$ cat src/rtl/kts_pkg.sv
// Shared constants, types and classification functions for the keyword token scanner.
package kts_pkg;

  // Field widths and default sizes
  localparam int CH_W             = 8;
  localparam int KIND_W           = 5;
  localparam int OFFSET_WIDTH_DEF = 24;
  localparam int LINE_WIDTH_DEF   = 16;
  localparam int PFX_DEPTH        = 5;
  localparam int Q_DEPTH          = 4;

  // Token kinds
  localparam logic [KIND_W-1:0] KIND_IDENT  = 5'd0;
  localparam logic [KIND_W-1:0] KIND_LPAREN = 5'd10;
  localparam logic [KIND_W-1:0] KIND_RPAREN = 5'd11;
  localparam logic [KIND_W-1:0] KIND_LBRACE = 5'd12;
  localparam logic [KIND_W-1:0] KIND_RBRACE = 5'd13;
  localparam logic [KIND_W-1:0] KIND_SEMI   = 5'd14;
  localparam logic [KIND_W-1:0] KIND_ASSIGN = 5'd15;
  localparam logic [KIND_W-1:0] KIND_DOT    = 5'd16;
  localparam logic [KIND_W-1:0] KIND_PLUS   = 5'd17;
  localparam logic [KIND_W-1:0] KIND_ERROR  = 5'd18;
  localparam logic [KIND_W-1:0] KIND_EOF    = 5'd19;

  // Special bytes
  localparam logic [CH_W-1:0] CH_EOS    = 8'h00;
  localparam logic [CH_W-1:0] CH_TAB    = 8'h09;
  localparam logic [CH_W-1:0] CH_LF     = 8'h0A;
  localparam logic [CH_W-1:0] CH_CR     = 8'h0D;
  localparam logic [CH_W-1:0] CH_SP     = 8'h20;
  localparam logic [CH_W-1:0] CH_LPAREN = 8'h28;
  localparam logic [CH_W-1:0] CH_RPAREN = 8'h29;
  localparam logic [CH_W-1:0] CH_PLUS   = 8'h2B;
  localparam logic [CH_W-1:0] CH_DOT    = 8'h2E;
  localparam logic [CH_W-1:0] CH_SEMI   = 8'h3B;
  localparam logic [CH_W-1:0] CH_EQ     = 8'h3D;
  localparam logic [CH_W-1:0] CH_LBRACE = 8'h7B;
  localparam logic [CH_W-1:0] CH_RBRACE = 8'h7D;

  // Keyword table, kind = position + 1; short words padded with zero bytes
  localparam int KW_NUM = 9;
  localparam logic [0:KW_NUM-1][0:PFX_DEPTH-1][CH_W-1:0] KW_TEXT = {
    "async", "await", "class", {"enum", 8'h00}, {"fn", 24'h0},
    "getlf", {"if", 24'h0}, {"let", 16'h0}, {"use", 16'h0}
  };
  localparam logic [0:KW_NUM-1][2:0] KW_LEN = {
    3'd5, 3'd5, 3'd5, 3'd4, 3'd2, 3'd5, 3'd2, 3'd3, 3'd3
  };

  // Queue status seen by both sides
  typedef struct packed {
    logic full;
    logic empty;
  } kts_q_stat_t;

  function automatic logic is_letter(input logic [CH_W-1:0] c);
    return (c >= 8'h61 && c <= 8'h7A) || (c >= 8'h41 && c <= 8'h5A);
  endfunction

  function automatic logic is_digit(input logic [CH_W-1:0] c);
    return c >= 8'h30 && c <= 8'h39;
  endfunction

  function automatic logic is_space(input logic [CH_W-1:0] c);
    return c == CH_SP || c == CH_CR || c == CH_TAB || c == CH_LF;
  endfunction

  // Single-byte token kind; anything not punctuation is an error token
  function automatic logic [KIND_W-1:0] punct_kind(input logic [CH_W-1:0] c);
    logic [KIND_W-1:0] kind;
    case (c)
      CH_LPAREN: kind = KIND_LPAREN;
      CH_RPAREN: kind = KIND_RPAREN;
      CH_LBRACE: kind = KIND_LBRACE;
      CH_RBRACE: kind = KIND_RBRACE;
      CH_SEMI:   kind = KIND_SEMI;
      CH_EQ:     kind = KIND_ASSIGN;
      CH_DOT:    kind = KIND_DOT;
      CH_PLUS:   kind = KIND_PLUS;
      default:   kind = KIND_ERROR;
    endcase
    return kind;
  endfunction

  // Keyword match on the stored prefix; len is zero when too long to match
  function automatic logic [KIND_W-1:0] kw_kind(
    input logic [0:PFX_DEPTH-1][CH_W-1:0] pfx,
    input logic [2:0]                     len
  );
    logic [KIND_W-1:0] kind;
    logic              hit;
    kind = KIND_IDENT;
    for (int k = KW_NUM - 1; k >= 0; k--) begin
      hit = (len == KW_LEN[k]);
      for (int i = 0; i < PFX_DEPTH; i++) begin
        if (i < int'(KW_LEN[k]) && pfx[i] != KW_TEXT[k][i]) begin
          hit = 1'b0;
        end
      end
      if (hit) begin
        kind = KIND_W'(k + 1);
      end
    end
    return kind;
  endfunction

endpackage

$ cat src/rtl/kts_fifo.sv
// Small register queue holding token pairs between front and back end.
module kts_fifo import kts_pkg::*; #(
  parameter int WIDTH = 8,
  parameter int DEPTH = Q_DEPTH
) (
  input  logic             clk,
  input  logic             rst_n,
  input  logic             push_i,
  input  logic [WIDTH-1:0] data_i,
  input  logic             pop_i,
  output logic [WIDTH-1:0] data_o,
  output kts_q_stat_t      stat_o
);

  localparam int PTR_W = (DEPTH > 1) ? $clog2(DEPTH) : 1;
  localparam int CNT_W = $clog2(DEPTH + 1);
  localparam logic [PTR_W-1:0] PTR_LAST = PTR_W'(DEPTH - 1);

  logic [WIDTH-1:0] mem_r [DEPTH];
  logic [PTR_W-1:0] wr_ptr_r, rd_ptr_r;
  logic [CNT_W-1:0] count_r;

  assign stat_o.full  = (count_r == CNT_W'(DEPTH));
  assign stat_o.empty = (count_r == '0);
  assign data_o       = mem_r[rd_ptr_r];

  always_ff @(posedge clk) begin
    if (push_i) begin
      mem_r[wr_ptr_r] <= data_i;
    end
  end

  // pointers wrap at the depth, count tracks occupancy
  always_ff @(posedge clk) begin
    if (!rst_n) begin
      wr_ptr_r <= '0;
      rd_ptr_r <= '0;
      count_r  <= '0;
    end else begin
      if (push_i) begin
        wr_ptr_r <= (wr_ptr_r == PTR_LAST) ? '0 : wr_ptr_r + 1'b1;
      end
      if (pop_i) begin
        rd_ptr_r <= (rd_ptr_r == PTR_LAST) ? '0 : rd_ptr_r + 1'b1;
      end
      if (push_i && !pop_i) begin
        count_r <= count_r + 1'b1;
      end else if (pop_i && !push_i) begin
        count_r <= count_r - 1'b1;
      end
    end
  end

  a_no_overflow: assert property (@(posedge clk) disable iff (!rst_n)
    push_i |-> !stat_o.full)
    else $error("push into full queue");

  a_no_underflow: assert property (@(posedge clk) disable iff (!rst_n)
    pop_i |-> !stat_o.empty)
    else $error("pop from empty queue");

  a_count_range: assert property (@(posedge clk) disable iff (!rst_n)
    count_r <= CNT_W'(DEPTH))
    else $error("queue count beyond depth");

endmodule

$ cat config.mk
export PLATFORM = sky130hd
export DESIGN_NAME = kts_fifo
export DESIGN_NICKNAME = d
export VERILOG_FILES = /design/src/rtl/kts_pkg.sv /design/src/rtl/kts_fifo.sv
export SDC_FILE = /design/constraint.sdc
export NUM_CORES = 1
export LEC_CHECK = 0
export BUFFER_PORTS_ARGS = -buffer_cell sky130_fd_sc_hd__clkbuf_2
export CORE_ASPECT_RATIO = 0.75
export CORE_MARGIN = 2
export CORE_UTILIZATION = 45
export CTS_BUF_LIST = sky130_fd_sc_hd__clkbuf_4 sky130_fd_sc_hd__clkbuf_8
export CTS_CLUSTER_DIAMETER = 50
export CTS_CLUSTER_SIZE = 14
export DETAILED_ROUTE_END_ITERATION = 12
export GPL_TIMING_DRIVEN = 0
export PLACE_DENSITY = 0.72
export SYNTH_ARGS = -nofsm -noshare
export SYNTH_HDL_FRONTEND = slang
export SYNTH_SLANG_ARGS = --single-unit
export TNS_END_PERCENT = 50
$ cat constraint.sdc
create_clock -name clk -period 1.5 [get_ports clk]
set_input_delay 0.3 -clock clk [delete_from_list [all_inputs] [get_ports clk]]
set_output_delay 0.3 -clock clk [all_outputs]
set_load 0.01 [all_outputs]
# == After elaboration in Yosys (flattened, before gate mapping) ==
# Memories as Yosys holds them, arrays and structs flattened. A register that Yosys moved wholly into a read port is not among the register bits.
# Cells that the tools add are included.
# word_totals
reg_bits,7
ramBits,32
input_bits,12
output_inout_bits,10
memories,1
# op_classes
add_sub_neg,4
n_eq_ne,3
mux,8
n_reduce_logical,6
# memory_table
memory,depth,word_bits,read_ports,rd_clocked_by_memory_dff,wr,line,text
mem_r,4,8,1,1,1,kts_fifo.sv:19,logic [WIDTH-1:0] mem_r [DEPTH];
# op_table
operator,n
$mux 2,4
$mux 3,2
$add 2x1->2 const B,2
$eq 2x2->1 const B,2
$add 3x1->3 const B,1
$eq 3x3->1 const B,1
$logic_not 3->1,1
$sub 3x1->3 const B,1
$logic_and 1x1->1,2
$logic_not 1->1,2
$mux 1,2
$reduce_bool 2->1,1

# == Logic depth before layout (Yosys ltp) ==
# logic_depth
depth_word,4
ltp_mapped,7
depth_no_buf,7

# == Least setup slack after synthesis ==
# Ideal clock, no wire load.
# synth_timing
kind,input port to flip-flop
start,in pop_i
end,reg count_r[2]
setup_ns,0.070
arrival_ns,1.493
path_slack_ns,-0.063
path_stages,7
n_path_buf,0
path_cell_list,inv_1 -> ha_1 -> inv_1 -> fa_1 -> xor2_1 -> or3_1 -> a21boi_1
# synth_via
elab_chain_len,3
elab_cells_between_ends,5
cone_classes,mux: 1; reduce/logical: 4
# synth_lines
item,line,text
"start, declared",kts_fifo.sv:10,"input logic pop_i,"
$logic_not 1->1,kts_fifo.sv:46,if (push_i && !pop_i) begin
$logic_and 1x1->1,kts_fifo.sv:46,
$mux 3 / $reduce_bool 2->1 (equally long branches),-,
"end signal, assigned",kts_fifo.sv:47,count_r <= count_r + 1'b1;
"end signal, assigned",kts_fifo.sv:49,count_r <= count_r - 1'b1;
"end, declared",kts_fifo.sv:21,logic [CNT_W-1:0] count_r;
# Several ways; a longest one is shown, not always the timed one.
# A chain may end at the register's enable or synchronous reset.

==> impl_metrics.json <==
{
  "antenna_found_initial": 0,
  "synth_seq_area_share": 0.7064,
  "slew_headroom": 0.6981,
  "instances_no_fill": 155,
  "power.density_nw_per_um2": 1301,
  "syn-num-nets": 105,
  "r2r-start": "count_r[0]$_SDFFE_PN0P_",
  "crit_slowest_cell": "mux4_2",
  "critPathCaptureType": "primary output",
  "maxSlewViolCount": 0,
  "grt_pass1_vias": 813,
  "cpLargestDelayFamily": "multiplexers",
  "yosysWarnings": 0,
  "nets": 133,
  "maxCapViolCount": 0,
  "insertion_delay_ns": 0.29,
  "antenna_cells": 0,
  "avgSynthCellArea_um2": 18.78,
  "hold_viol": 0,
  "ant_nets": 0,
  "holdPathEnd": "mem_r[3][5]$_DFFE_PP_",
  "worstHoldStart": "data_i[5]",
  "clockBufferDepth": 2,
  "fillers": 257,
  "p_clk_frac": 0.347,
  "syn_inst": 86,
  "num_rows": 18,
  "grt_pass1_wl_um": 3953,
  "required_ns": 1.20,
  "cts_root_buffer": "clkbuf_8",
  "switchingPower_mw": 0.5296,
  "hold_class": "input pin to flop",
  "yosysTopAreaCell": "edfxtp_1",
  "initial_core_util": 0.4814,
  "p_seq_frac": 0.536,
  "clock_skew_ns": 0.005390,
  "numClockSinks": 41,
  "syn_area_um2": 1615,
  "r2r_cells": 4,
  "grt_use_total": 0.1387,
  "period_share": 1.149,
  "drive_gt1_frac": 0.3826,
  "slowest_delay_ns": 0.51,
  "yosys.cell_types.count": 20,
  "setup_ws_ns": -0.2229,
  "p_comb_frac": 0.117,
  "period_needed_ns": 1.723,
  "drt-vias-per-instance": 5.116,
  "drtIter0Drc": 48,
  "cts_buffers": 5,
  "cts_tree": "built",
  "drt-total-wl_um": 2507,
  "crit_arrival_ns": 1.42,
  "outcome": "finished, violations left",
  "htreeDepth": 2,
  "fmax_ghz": 0.5804,
  "dp_cells": 147,
  "synth_seq_cells": 41,
  "grt_max_degree": 14,
  "switching_share": 0.2135,
  "core-area_um2": 3356,
  "first_pass_iters": 4,
  "cp-start-kind": "flop",
  "post-dp-hpwl_um": 1735,
  "worst_pin_slew_ns": 0.4529,
  "yosys.area.top_type_share": 0.5949,
  "wl_per_cell_um": 16.17,
  "crit_fanout": 8,
  "reg2reg_slack_ns": 0.06,
  "cts_setup_buffers": 0,
  "ios": 22,
  "leakage_nw": 0.7055,
  "drc": 0,
  "die_area_um2": 4090,
  "num_vias": 793,
  "path_cells": "buf_12, mux4_2, clkbuf_2",
  "worstReg2RegEnd": "count_r[2]$_SDFFE_PN0P_",
  "worstPathBufferInverterCount": 2,
  "area_delta_synth_final_pct": 18.05,
  "clk_pin_slew_ns": 0.08,
  "die_h_um": 55.89,
  "die_x_um": 73.18,
  "setup_viol": 8,
  "rsz0062_at_grt": "true",
  "synth_area_leaders": "edfxtp_1 59%, dfxtp_1 11%, mux4_2 11%",
  "port_buffers": 21,
  "place_ws_ns": -0.2041,
  "failed_checks": "negative setup slack",
  "gp_congestion": 0.6192,
  "ir_drop_v": 0.0006718,
  "critical_path_class": "flop to primary output",
  "overflow": 0,
  "min_path_cells": 1,
  "p_int_mw": 1.950
}
## metrics by stage
step	total power, mW	hold WS [ns]	area, µm²	setup TNS [ns]	utilization
after CTS	2.503	0.2220	1902	-1.841	0.5667
after global routing	2.588	0.2186	1907	-2.077	0.5682
after global placement	1.619	0.4791	1785	-0.1569	0.5321
after detailed placement	1.643	0.5093	1785	-0.2041	0.5321
after floorplan	1.531	0.3989	1630	0	-
final	2.480	0.2311	1907	-1.635	0.5682
## how the worst max path moves through the flow
stage / startpoint / slack [ns] / endpoint / depth (start not counted)
2_1_floorplan: pop_i / 0.005 / count_r[2]$_SDFFE_PN0P_ / 7
3_3_place_gp: pop_i / -0.16 / count_r[2]$_SDFFE_PN0P_ / 8
3_5_place_dp: pop_i / -0.20 / count_r[2]$_SDFFE_PN0P_ / 8
4_1_cts: flop / -0.25 / data_o[5] / 3
5_1_grt: flop / -0.28 / data_o[5] / 3
6_report: flop / -0.22 / data_o[6] / 3
## layout make-up
class,count,area [µm²],area share
clock buffer,6,76.32,0.04003
inverter,4,15.01,0.007874
buffer,2,25.02,0.01312
sequential,41,1142,0.5991
clock inverter,2,35.03,0.01837
timing repair buffer,21,105.1,0.05512
tap,40,50.05,0.02625
multi-input combinational,39,457.9,0.2402
## power groups by stage
| stage | combinational, mW | sequential [mW] | clock, mW |
|---|---|---|---|
| 6_report | 0.290 | 1.33 | 0.861 |
| 2_1_floorplan | 0.188 | 1.34 | 0 |
| 4_1_cts | 0.294 | 1.33 | 0.880 |
| 3_5_place_dp | 0.290 | 1.35 | 0 |
| 3_3_place_gp | 0.273 | 1.35 | 0 |
| 5_1_grt | 0.319 | 1.34 | 0.932 |
## Yosys cell counts
cell	number
o21ai_0	1
xnor2_1	1
mux4_2	8
fa_1	1
buf_6	1
a21boi_1	1
xor2_1	1
ha_1	6
nor2b_1	5
edfxtp_1	32
or3_1	1
o21a_1	1
nor2_1	1
mux2i_1	4
dfxtp_1	9
inv_1	4
nor3_1	2
nor3b_1	1
and2_1	5
clkbuf_2	1
## logic make-up after synthesis
| kind of cell | share of synthesized area |
|---|---|
| mux | 0.1363 |
| simple gates | 0.05577 |
| xor+xnor | 0.01085 |
| fa+ha+maj | 0.05887 |
| compound gates | 0.01239 |
| buf+inv | 0.01936 |
| flops | 0.7064 |
## sequential cells by signal (all words and copies together) (netlist names), named ones only
register,cells
mem_r,32
rd_ptr_r,2
count_r,3
wr_ptr_r,2
## timing repair
item                                    in CTS  in global routing
hold buffers                                 0                  0
gates cloned                                 0                  0
endpoints found under the setup margin       8                  8
resized for setup                            2                  1
## routing by layer
layer	wire, µm	track usage
met2	1293	0.2188
met4	10	0.04762
met1	1118	0.1706
met5	0	0
met3	84	0.05978
## cell usage in the layout (no fill, tap or decap)
| master | Yosys | final |
|---|---|---|
| nor3b_1 | 1 | 1 |
| mux4_2 | 8 | 8 |
| nor2_1 | 1 | 1 |
| clkinv_2 | 0 | 1 |
| buf_12 | 0 | 1 |
| or3_1 | 1 | 1 |
| mux2i_1 | 4 | 4 |
| nor2b_1 | 5 | 5 |
| nor3_1 | 2 | 2 |
| inv_2 | 0 | 2 |
| and2_1 | 5 | 5 |
| dfxtp_2 | 0 | 1 |
| clkbuf_4 | 0 | 1 |
| o21a_1 | 1 | 1 |
| xor2_1 | 1 | 1 |
| edfxtp_1 | 32 | 32 |
| ha_4 | 0 | 1 |
| bufinv_16 | 0 | 1 |
| xnor2_1 | 1 | 1 |
| ha_1 | 6 | 5 |
| clkbuf_2 | 1 | 22 |
| clkbuf_8 | 0 | 5 |
| a21boi_1 | 1 | 1 |
| o21ai_0 | 1 | 1 |
| fa_2 | 0 | 1 |
| dfxtp_1 | 9 | 8 |
| inv_1 | 4 | 2 |
## worst register-to-register path: stages (launching register included)
cell	delay (ns)
dfxtp_1	0.37
fa_2	0.40
xor2_1	0.17
or3_1	0.30
a21boi_1	0.13
(Power assumes the default switching activity.)
