===== src/rtl/kts_pkg.sv =====
// Shared constants, types and classification functions for the keyword token scanner.
package kts_pkg;

  // Field widths and default sizes
  localparam int CH_W             = 8;
  localparam int KIND_W           = 5;
  localparam int OFFSET_WIDTH_DEF = 24;
  localparam int LINE_WIDTH_DEF   = 16;
  localparam int PFX_DEPTH        = 5;
  localparam int Q_DEPTH          = 4;

  // Token kinds
  localparam logic [KIND_W-1:0] KIND_IDENT  = 5'd0;
  localparam logic [KIND_W-1:0] KIND_LPAREN = 5'd10;
  localparam logic [KIND_W-1:0] KIND_RPAREN = 5'd11;
  localparam logic [KIND_W-1:0] KIND_LBRACE = 5'd12;
  localparam logic [KIND_W-1:0] KIND_RBRACE = 5'd13;
  localparam logic [KIND_W-1:0] KIND_SEMI   = 5'd14;
  localparam logic [KIND_W-1:0] KIND_ASSIGN = 5'd15;
  localparam logic [KIND_W-1:0] KIND_DOT    = 5'd16;
  localparam logic [KIND_W-1:0] KIND_PLUS   = 5'd17;
  localparam logic [KIND_W-1:0] KIND_ERROR  = 5'd18;
  localparam logic [KIND_W-1:0] KIND_EOF    = 5'd19;

  // Special bytes
  localparam logic [CH_W-1:0] CH_EOS    = 8'h00;
  localparam logic [CH_W-1:0] CH_TAB    = 8'h09;
  localparam logic [CH_W-1:0] CH_LF     = 8'h0A;
  localparam logic [CH_W-1:0] CH_CR     = 8'h0D;
  localparam logic [CH_W-1:0] CH_SP     = 8'h20;
  localparam logic [CH_W-1:0] CH_LPAREN = 8'h28;
  localparam logic [CH_W-1:0] CH_RPAREN = 8'h29;
  localparam logic [CH_W-1:0] CH_PLUS   = 8'h2B;
  localparam logic [CH_W-1:0] CH_DOT    = 8'h2E;
  localparam logic [CH_W-1:0] CH_SEMI   = 8'h3B;
  localparam logic [CH_W-1:0] CH_EQ     = 8'h3D;
  localparam logic [CH_W-1:0] CH_LBRACE = 8'h7B;
  localparam logic [CH_W-1:0] CH_RBRACE = 8'h7D;

  // Keyword table, kind = position + 1; short words padded with zero bytes
  localparam int KW_NUM = 9;
  localparam logic [0:KW_NUM-1][0:PFX_DEPTH-1][CH_W-1:0] KW_TEXT = {
    "async", "await", "class", {"enum", 8'h00}, {"fn", 24'h0},
    "getlf", {"if", 24'h0}, {"let", 16'h0}, {"use", 16'h0}
  };
  localparam logic [0:KW_NUM-1][2:0] KW_LEN = {
    3'd5, 3'd5, 3'd5, 3'd4, 3'd2, 3'd5, 3'd2, 3'd3, 3'd3
  };

  // Queue status seen by both sides
  typedef struct packed {
    logic full;
    logic empty;
  } kts_q_stat_t;

  function automatic logic is_letter(input logic [CH_W-1:0] c);
    return (c >= 8'h61 && c <= 8'h7A) || (c >= 8'h41 && c <= 8'h5A);
  endfunction

  function automatic logic is_digit(input logic [CH_W-1:0] c);
    return c >= 8'h30 && c <= 8'h39;
  endfunction

  function automatic logic is_space(input logic [CH_W-1:0] c);
    return c == CH_SP || c == CH_CR || c == CH_TAB || c == CH_LF;
  endfunction

  // Single-byte token kind; anything not punctuation is an error token
  function automatic logic [KIND_W-1:0] punct_kind(input logic [CH_W-1:0] c);
    logic [KIND_W-1:0] kind;
    case (c)
      CH_LPAREN: kind = KIND_LPAREN;
      CH_RPAREN: kind = KIND_RPAREN;
      CH_LBRACE: kind = KIND_LBRACE;
      CH_RBRACE: kind = KIND_RBRACE;
      CH_SEMI:   kind = KIND_SEMI;
      CH_EQ:     kind = KIND_ASSIGN;
      CH_DOT:    kind = KIND_DOT;
      CH_PLUS:   kind = KIND_PLUS;
      default:   kind = KIND_ERROR;
    endcase
    return kind;
  endfunction

  // Keyword match on the stored prefix; len is zero when too long to match
  function automatic logic [KIND_W-1:0] kw_kind(
    input logic [0:PFX_DEPTH-1][CH_W-1:0] pfx,
    input logic [2:0]                     len
  );
    logic [KIND_W-1:0] kind;
    logic              hit;
    kind = KIND_IDENT;
    for (int k = KW_NUM - 1; k >= 0; k--) begin
      hit = (len == KW_LEN[k]);
      for (int i = 0; i < PFX_DEPTH; i++) begin
        if (i < int'(KW_LEN[k]) && pfx[i] != KW_TEXT[k][i]) begin
          hit = 1'b0;
        end
      end
      if (hit) begin
        kind = KIND_W'(k + 1);
      end
    end
    return kind;
  endfunction

endpackage


===== src/rtl/kts_if.sv =====


interface kts_tok_if import kts_pkg::*; #(
  parameter int OFFSET_WIDTH = OFFSET_WIDTH_DEF,
  parameter int LINE_WIDTH   = LINE_WIDTH_DEF
);
  logic                    valid;
  logic                    ready;
  logic [KIND_W-1:0]       token_kind;
  logic [OFFSET_WIDTH-1:0] token_start;
  logic [OFFSET_WIDTH-1:0] token_length;
  logic [LINE_WIDTH-1:0]   token_line;
  logic                    last_of_run;

  modport source (output valid, output token_kind, output token_start, output token_length,
                  output token_line, output last_of_run, input ready);
  modport sink   (input valid, input token_kind, input token_start, input token_length,
                  input token_line, input last_of_run, output ready);
endinterface


===== src/rtl/kts_back.sv =====
// Back end: splits queued token pairs and drives the registered token channel.
module kts_back import kts_pkg::*; #(
  parameter int OFFSET_WIDTH = OFFSET_WIDTH_DEF,
  parameter int LINE_WIDTH   = LINE_WIDTH_DEF,
  localparam int TOK_W       = KIND_W + 2 * OFFSET_WIDTH + LINE_WIDTH
) (
  input  logic              clk,
  input  logic              rst_n,
  input  logic [2*TOK_W:0]  entry_i,
  input  kts_q_stat_t       q_stat,
  output logic              pop_o,
  kts_tok_if.source         out_if
);

  logic                    val_r;
  logic                    half_r;
  logic [KIND_W-1:0]       kind_r;
  logic [OFFSET_WIDTH-1:0] start_r, len_r;
  logic [LINE_WIDTH-1:0]   line_r;
  logic                    last_r;

  logic                    two;
  logic                    load;
  logic                    final_half;
  logic [TOK_W-1:0]        sel_tok;

  assign two        = entry_i[2*TOK_W];
  assign sel_tok    = half_r ? entry_i[TOK_W-1:0] : entry_i[2*TOK_W-1:TOK_W];
  assign final_half = !two || half_r;

  // load the output register when the queue holds an entry and the register is free or being drained
  assign load  = !q_stat.empty && (!val_r || out_if.ready);
  assign pop_o = load && final_half;

  always_ff @(posedge clk) begin
    if (!rst_n) begin
      val_r  <= 1'b0;
      half_r <= 1'b0;
    end else begin
      if (load) begin
        val_r  <= 1'b1;
        half_r <= !final_half;
      end else if (out_if.ready) begin
        val_r <= 1'b0;
      end
    end
  end

  always_ff @(posedge clk) begin
    if (load) begin
      {kind_r, start_r, len_r, line_r} <= sel_tok;
      last_r                           <= final_half;
    end
  end

  assign out_if.valid        = val_r;
  assign out_if.token_kind   = kind_r;
  assign out_if.token_start  = start_r;
  assign out_if.token_length = len_r;
  assign out_if.token_line   = line_r;
  assign out_if.last_of_run  = last_r;

  a_half_held: assert property (@(posedge clk) disable iff (!rst_n)
    half_r |-> !q_stat.empty)
    else $error("second token pending with empty queue");

endmodule


===== src/flat_wrapper.sv =====
// flat-port wrapper written by rule: the top's interface ports become plain ports
module kts_back_flat import kts_pkg::*;
#(
  parameter int OFFSET_WIDTH = OFFSET_WIDTH_DEF,
  parameter int LINE_WIDTH   = LINE_WIDTH_DEF,
  localparam int TOK_W       = KIND_W + 2 * OFFSET_WIDTH + LINE_WIDTH
)
  (clk, rst_n, entry_i, q_stat, pop_o, out_if_valid, out_if_token_kind, out_if_token_start, out_if_token_length, out_if_token_line, out_if_last_of_run, out_if_ready);
  kts_tok_if #(.OFFSET_WIDTH(OFFSET_WIDTH), .LINE_WIDTH(LINE_WIDTH)) out_if_i ();
  input  logic clk;
  input  logic rst_n;
  input  logic [2*TOK_W:0] entry_i;
  input  kts_q_stat_t q_stat;
  output logic pop_o;
  output wire logic [$bits(out_if_i.valid)-1:0] out_if_valid;
  output wire logic [$bits(out_if_i.token_kind)-1:0] out_if_token_kind;
  output wire logic [$bits(out_if_i.token_start)-1:0] out_if_token_start;
  output wire logic [$bits(out_if_i.token_length)-1:0] out_if_token_length;
  output wire logic [$bits(out_if_i.token_line)-1:0] out_if_token_line;
  output wire logic [$bits(out_if_i.last_of_run)-1:0] out_if_last_of_run;
  input wire logic [$bits(out_if_i.ready)-1:0] out_if_ready;
  assign out_if_valid = out_if_i.valid;
  assign out_if_token_kind = out_if_i.token_kind;
  assign out_if_token_start = out_if_i.token_start;
  assign out_if_token_length = out_if_i.token_length;
  assign out_if_token_line = out_if_i.token_line;
  assign out_if_last_of_run = out_if_i.last_of_run;
  assign out_if_i.ready = out_if_ready;
  kts_back #(.OFFSET_WIDTH(OFFSET_WIDTH), .LINE_WIDTH(LINE_WIDTH)) u_core (.clk(clk), .rst_n(rst_n), .entry_i(entry_i), .q_stat(q_stat), .pop_o(pop_o), .out_if(out_if_i));
endmodule

===== config.mk =====
export PLATFORM = sky130hd
export DESIGN_NAME = kts_back_flat
export DESIGN_NICKNAME = d
export VERILOG_FILES = /design/src/rtl/kts_pkg.sv /design/src/rtl/kts_if.sv /design/src/rtl/kts_back.sv /design/src/flat_wrapper.sv
export SDC_FILE = /design/constraint.sdc
export NUM_CORES = 1
export LEC_CHECK = 0
export BUFFER_PORTS_ARGS = -buffer_cell sky130_fd_sc_hd__buf_2
export CAP_MARGIN = 20
export CELL_PAD_IN_SITES_DETAIL_PLACEMENT = 0
export CELL_PAD_IN_SITES_GLOBAL_PLACEMENT = 1
export CORE_MARGIN = 2
export CORE_UTILIZATION = 33
export CTS_CLUSTER_SIZE = 8
export DETAILED_ROUTE_END_ITERATION = 16
export GPL_TIMING_DRIVEN = 0
export PLACE_DENSITY_LB_ADDON = 0.1
export SLEW_MARGIN = 30
export SYNTH_ARGS = -nofsm -noshare
export SYNTH_HDL_FRONTEND = slang
export SYNTH_SLANG_ARGS = --single-unit

===== constraint.sdc =====
create_clock -name clk -period 5.7 [get_ports clk]
set_clock_uncertainty 0.15 [all_clocks]
set_input_delay 0.57 -clock clk [delete_from_list [all_inputs] [get_ports clk]]
set_output_delay 0.57 -clock clk [all_outputs]
set_load 0.02 [all_outputs]

Word level (Yosys, flattened, before mapping)
Index checks and enable logic that the tools add are counted.
{"block": "word_totals", "register_bits": 72, "in_bits": 144}
{"block": "classes", "mux": 3, "n_reduce_logical": 9}
{"operator": "$mux 69", "count": 1}
{"operator": "$logic_not 1->1", "count": 4}
{"operator": "$logic_and 1x1->1", "count": 2}
{"operator": "$logic_or 1x1->1", "count": 2}
{"operator": "$mux 1", "count": 2}
{"operator": "$reduce_bool 2->1", "count": 1}

Logic depth before layout (Yosys ltp)
Gate-level depths: netlist (run 1).
{"block": "depth", "depth_word": 4, "ltp_mapped": 4, "mapped_depth_nobuf": 3}

Least setup slack after synthesis (run 1)
Ideal clock, no wire load.
{"block": "synth_timing", "path_type": "in2reg", "start": "in out_if_ready", "end": "reg u_core.last_r, in the netlist u_core.out_if.last_of_run, enable pin", "setup_time_ps": 501, "arrival_time_ps": 3612, "t_required_ps": 5049, "path_slack_ps": 1436, "stages": 2, "cell_sequence": "nor2b_1 nor2_1"}
{"block": "synth_between", "elab_chain_cells": 2}
{"item": "start, declared", "line": "flat_wrapper.sv:21", "rtl": "input wire logic [$bits(out_if_i.ready)-1:0] out_if_ready;"}
{"item": "$logic_or 1x1->1", "line": "kts_back.sv:32", "rtl": "assign load = !q_stat.empty && (!val_r || out_if.ready);"}
{"item": "$logic_and 1x1->1", "line": "kts_back.sv:32"}
{"item": "named net u_core.load", "line": "kts_back.sv:23", "rtl": "logic load;"}
{"item": "end signal, assigned", "line": "kts_back.sv:52", "rtl": "last_r <= final_half;"}
{"item": "end, declared", "line": "kts_back.sv:20", "rtl": "logic last_r;"}
The timed path passes the listed nets, and every way through them passes these cells.
A chain may end at the register's enable or synchronous reset.

Worst setup path after layout (run 1)
{"block": "layout_timing", "start": "reg u_core.half_r", "end": "out pop_o"}
{"block": "layout_between", "elab_chain_cells": 2}
{"item": "start, declared", "line": "kts_back.sv:16", "rtl": "logic half_r;"}
{"item": "start signal, assigned", "line": "kts_back.sv:42", "rtl": "half_r <= !final_half;"}
{"item": "$logic_or 1x1->1", "line": "kts_back.sv:29", "rtl": "assign final_half = !two || half_r;"}
{"item": "$logic_and 1x1->1", "line": "kts_back.sv:33", "rtl": "assign pop_o = load && final_half;"}
{"item": "end, declared", "line": "flat_wrapper.sv:14", "rtl": "output logic pop_o;"}
No other way between the ends.

==> impl_results.md, run 1 <==
- Avg Inst Size Synth: 20.9 um^2
- CP Class: reg2out
- Status: completed
- Maximum VDD drop: 0.000156 V
- CP endpoint kind: output pin
- Placed cell area: 4650 um^2
- Max-slew violation count: 0
- FP Rows: 36
- Critical Path AT: 1270 ps
- Clock root buffer master: clkbuf_8
- IO buf count: 214
- Total CTS buffers: 9
- Post-DP HPWL: 6.09 mm
- NumNets Final: 531
- Relative slew slack: 67.5%
- Final setup vio count: 0
- Multi-input logic area: 1090 um^2
- Max H-tree Level: 3
- Final period util: 34.8%
- Reg clk slew, reported paths: 70 ps
- Post-CTS Setup Repair Bufs: 0
- Die ar.: 10900 um^2
- Post-synthesis mux area share: 31.5%
- P&R area growth vs syn: 44.6%
- TritonRoute pass-1 iters: 4
- Mapped Nets: 303
- Compound-Gate Fraction of Synth Area: 0.226%
- Final hold slack: 321 ps
- Seq cells post-synth: 72
- WL/cell: 14.6 um
- Global-route wire length before repair: 11.7 mm
- Die Width: 104 um
- GR peak layer: met2
- Grt met3 use: 5.64%
- Core Area: 9770 um^2
- WL final: 7.69 mm
- Netlist cell types: 11
- Register area share after synthesis: 64.5%
- GRT Total Usage: 14.0%
- Min-delay worst type: in2reg
- Largest family of logic cells by synthesized area: multiplexers
- Required @ worst endpoint: 4980 ps
- Met1 usage: 15.4%
- Yosys warns: 0
- FILL cells: 901
- Largest net degree at the start of global routing: 24
- FMAX: 503 MHz
- CTS Buffer Depth: 2
- # Max-Cap Violations: 0
- Met2 track demand over resource: 23.9%
- Die height: 104 um
- Vias in the first global route: 2279
- # IOs: 216
- Slew @ Worst Pin: 487 ps
- Initial antenna violation count: 0
- Layout cell share with drive strength beyond 1: 78.6%
- Starting Density: 34.0%
- Leakage: 2.23 nW
- CTS Hold Buffers Added: 0
- ANT cells: 0
- Mapped Area: 3320 um^2
- Adder-cell area share of the yosys netlist: 0%
- RSZ-0062 raised after global routing: no
- GPL Wtd Cong: 0.697
- Crit start category: flip-flop
- Worst-Skew Late Latency: 330 ps
- Post-Synth XOR/XNOR Area: 0%
- Hold Violations, Final: 0
- Register Area: 2140 um^2
- Vias: 2202
- Clk sinks: 72
- Initial DRC count: 67
- Synth Instances: 159
- # resized after CTS: 0
- DRC: 0
- CTS tree: built
- Final Critical Period: 1990 ps
- Crit path max fanout: 8
- Routed vias/inst: 4.19
- Post-Synth Simple-Gate Area: 0.866%
- Design area: 4800 um^2
- Post-route antenna net violation count: 0
- PwrDens: 255 nW/um^2
- Remaining global-route overflow: 0
report_power, final:
group	switching (mW)	leakage [nW]	total, mW	internal (mW)
registers	0.00788	0.694	0.637	0.629
logic	0.120	1.45	0.257	0.137
clock network	0.179	0.0843	0.333	0.154
total	0.307	2.23	1.23	0.919
cell type report:
cell class	count	share of cell area [%]
Buffer	8	1.87
Clock buffer	11	2.73
Clock inverter	5	0.495
Inverter	2	0.156
Multi-Input combinational cell	77	22.7
Sequential cell	72	44.6
Tap cell	133	3.46
Timing Repair Buffer	217	24.0
registers in the layout, summed over array words and instances, names as in the netlist:
register	count
u_core.out_if.token_start	24
u_core.out_if.valid	1
u_core.half_r	1
u_core.out_if.token_line	16
u_core.out_if.token_kind	5
u_core.out_if.last_of_run	1
u_core.out_if.token_length	24
cells in the final DEF, fill, tap and decap left out:
cell type	instances
nor2b_1	2
buf_16	3
nor2_4	1
dfxtp_1	2
buf_2	214
edfxtp_1	70
nand2_1	2
buf_6	8
clkinv_1	1
inv_1	2
o21a_1	1
clkinv_2	4
mux2_4	69
clkbuf_8	9
nor3_1	1
clkbuf_1	2
mux2i_1	1
per-layer routing:
layer	part of all wire, %	wire (um)
met1	38	2910
met2	50	3880
met3	9.7	746
met4	2.0	150
met5	0	0
final timing paths:
| check | end | startpoint | depth (start not counted) | slack [ps] |
|---|---|---|---|---|
| min reg2reg | u_core.out_if.valid$_SDFFE_PN0P_ | u_core.out_if.valid$_SDFFE_PN0P_ | 2 | 540 |
| min | u_core.out_if.valid$_SDFFE_PN0P_ | rst_n | 2 | 320 |
| max | pop_o | u_core.half_r$_SDFFE_PN0P_ | 4 | 3710 |
| max reg2reg | u_core.out_if.token_line[14]$_DFFE_PP_ | u_core.out_if.valid$_SDFFE_PN0P_ | 4 | 3950 |
synthesized netlist by cell type:
cell type | count | area (um^2)
nand2_1 | 2 | 7.51
inv_1 | 2 | 7.51
nor2b_1 | 2 | 12.5
mux2_4 | 69 | 1040
nor3_1 | 1 | 5.00
edfxtp_1 | 70 | 2100
buf_6 | 8 | 90.1
dfxtp_1 | 2 | 40.0
nor2_1 | 1 | 3.75
o21a_1 | 1 | 7.51
mux2i_1 | 1 | 10.0
critical path: stages, from the launching register on:
cell     delay, ps
dfxtp_1        320
buf_6          170
nor2b_1         90
nor3_1         150
buf_2          200
kinds of logic (layout without fill, tap and decap cells):
group,after synthesis,in the layout
multiplexers,70,70
AO/OA/AOI/OAI,1,1
buffers and inverters,10,243
flip-flops,72,72
AND/OR/NAND/NOR,6,6
stage by stage:
stage | TNS (ps) | std cells | total power [mW] | utilization (%) | worst slack [ps]
2_1_floorplan | 0 | 159 | 0.806 | - | 1440
3_3_place_gp | -543 | 506 | 0.900 | 46.6 | -81.1
3_5_place_dp | 0 | 509 | 0.909 | 47.6 | 3670
4_1_cts | 0 | 525 | 1.25 | 49.2 | 3700
5_1_grt | 0 | 525 | 1.28 | 49.2 | 3620
6_report | 0 | 525 | 1.23 | 49.2 | 3710
No activity file was read; power rests on OpenSTA's default activity.
==> run 2, diff against run 1 <==
Clock period 5.7 ns to 2.1 ns, I/O delays scaled along.
==> run 2 against run 1 <==
Compared with the run above: register-to-register slack worse by 3800 ps; critical path depth unchanged; routed wire length up 5.5%; highest routed layer unchanged; via count up 7.2%; first-iteration DRC count down 4.5%; cell area up 7.3%; largest cell class unchanged.
==> impl_results.md, run 2 (same netlist as run 1, synthesis figures left out) <==
- Status: completed
- CTS tree: built
- Max layer used: met4
- Crit path launch: u_core.half_r$_SDFFE_PN0P_
- Max incr delay on CP: 560 ps (+240 ps)
- Routed vias/inst: 4.24 (+1.2%)
- Layout cell share with drive strength beyond 1: 73.3% (-5.3 points)
- NumNets Final: 563 (+6.0%)
- Cell Count, Final, Fillers Out: 556 (+5.9%)
- DRC: 0 (unchanged)
- Core Area: 9770 um^2 (unchanged)
- CP endpoint kind: flip-flop
- Slowest cell on crit path: dlygate4sd3_1
- Die height: 104 um (unchanged)
- Die ar.: 10900 um^2 (unchanged)
- Final period util: 92.5%
- # IOs: 216 (unchanged)
- Worst-Skew Late Latency: 330 ps (about the same)
- # Max-Cap Violations: 0 (unchanged)
- Crit Reg-Reg Startpoint: u_core.half_r$_SDFFE_PN0P_
- Worst reg-to-reg setup slack: 160 ps (-3790 ps)
- Vias: 2360 (+7.2%)
- Clk sinks: 72 (unchanged)
- Final Critical Period: 1940 ps
- GRT Total Usage: 14.6% (+0.57 points)
- Most frequent cells in the layout: buf_2, edfxtp_1, mux2_4
- CP Class: reg2reg
- Maximum VDD drop: 0.000270 V (+74%)
- Cells along the critical path: buf_6, buf_6, mux2_4, dlygate4sd3_1
- FP Rows: 36 (unchanged)
- Worst r2r path cells: 4 (unchanged)
- FMAX: 515 MHz
- Leakage: 2.38 nW (+6.6%)
- Post-route antenna net violation count: 0 (unchanged)
- CTS Buffer Depth: 2 (unchanged)
- WL final: 8.11 mm (+5.5%)
- P&R area growth vs syn: 55.2%
- CTS Hold Buffers Added: 32 (+32)
- Crit path max fanout: 10 (+2)
- Crit start category: flip-flop
- Hold Violations, Final: 0 (unchanged)
- Met1 wire length: 2.95 mm (+1.2%)
- Max H-tree Level: 3 (unchanged)
- Met2 WL post-DR: 4.23 mm (+9.2%)
- FF-to-FF End: u_core.out_if.token_line[9]$_DFFE_PP_
- Vias in the first global route: 2418 (+6.1%)
- Hold path depth: 2 (unchanged)
- Min-delay worst type: in2reg
- Initial DRC count: 64 (-4.5%)
- Final setup vio count: 0 (unchanged)
- TritonRoute pass-1 iters: 4 (unchanged)
- Placed cell count: 509 (unchanged)
- ANT cells: 0 (unchanged)
- Remaining global-route overflow: 0 (unchanged)
- WL/cell: 14.6 um (-0.35%)
- Final hold slack: 23.5 ps (-298 ps)
- IO buf count: 214 (unchanged)
- # resized after CTS: 0 (unchanged)
- Starting Density: 34.0% (unchanged)
- Utilization after layout: 52.7% (+3.6 points)
- PwrDens: 679 nW/um^2 (+170%)
- Clock root buffer master: clkbuf_8
- Launch point of the worst hold path: entry_i[127]
- RSZ-0062 raised after global routing: no
- Max-slew violation count: 0 (unchanged)
- Largest net degree at the start of global routing: 21 (-13%)
- Initial antenna violation count: 0 (unchanged)
- GPL Wtd Cong: 0.756 (+8.4%)
- Met3 WL: 759 um (+1.7%)
- Post-DP HPWL: 6.09 mm (about the same)
- Relative slew slack: 64.7% (-2.8 points)
- Global-route wire length before repair: 12.1 mm (+3.3%)
- Die Width: 104 um (unchanged)
- Hold Path End: u_core.out_if.token_start[18]$_DFFE_PP_
- CP dominant cell by count: buf_6
- Total CTS buffers: 9 (unchanged)
- Post-CTS Setup Repair Bufs: 0 (unchanged)
- Commonest non-fill, non-tap cell in the layout: buf_2
- Reg clk slew, reported paths: 70 ps (about the same)
- Required @ worst endpoint: 2040 ps (-2940 ps)
- Slew @ Worst Pin: 529 ps (+41.8 ps)
- Critical Path AT: 1880 ps (+610 ps)
run 2: changes by cell type in the layout (fill, tap and decap cells not counted), sizes merged:
cell / change
dlygate4sd3: +32
clkbuf: -1
bufinv: +1
clkinv: -1
run 2: layer usage:
layer / track usage [%] / up-vias
li1: - / 1136
met1: 15.5 / 1086
met3: 4.64 / 13
met2: 25.6 / 125
met5: 0 / -
met4: 7.53 / 0
run 2: worst max-delay path: cells and delay by family, from the launching register on:
family                 cells  cell delay, ps
multiplexers               1             310
buffers and inverters      3             910
flip-flops                 1             320
run 2: layout make-up:
type                            instances  area, um^2
Clock inverter                          5        48.8
Inverter                                2        7.51
Multi-Input combinational cell         77        1100
Fill cell                             859        4620
Buffer                                  8        90.1
Sequential cell                        72        2140
Timing Repair Buffer                  249        1470
Tap cell                              133         166
Clock buffer                           10         128
run 2: worst max path at each step:
stage	cells after the start	slack, ps	end
after floorplan	2	-10	u_core.out_if.last_of_run$_DFFE_PP_
after global placement	2	-430	u_core.out_if.token_line[2]$_DFFE_PP_
final	4	160	u_core.out_if.token_line[9]$_DFFE_PP_
after CTS	4	160	u_core.out_if.token_start[7]$_DFFE_PP_
after global routing	4	90	u_core.out_if.token_line[9]$_DFFE_PP_
after detailed placement	4	320	u_core.out_if.token_line[14]$_DFFE_PP_
run 2: report_power, final:
part	total, mW	switching (mW)	internal, mW
clock network	1.01	0.482	0.533
logic	0.759	0.338	0.420
registers	1.73	0.0210	1.71
run 2: per-stage QoR:
stage	cell area [um^2]	setup WS [ps]	power [mW]	setup TNS, ps
6_report	5150	158	3.50	0
5_1_grt	5150	90.9	3.67	0
4_1_cts	5150	163	3.56	0
3_5_place_dp	4660	321	2.47	0
3_3_place_gp	4580	-431	2.44	-30370
2_1_floorplan	3340	-11.4	2.18	-800
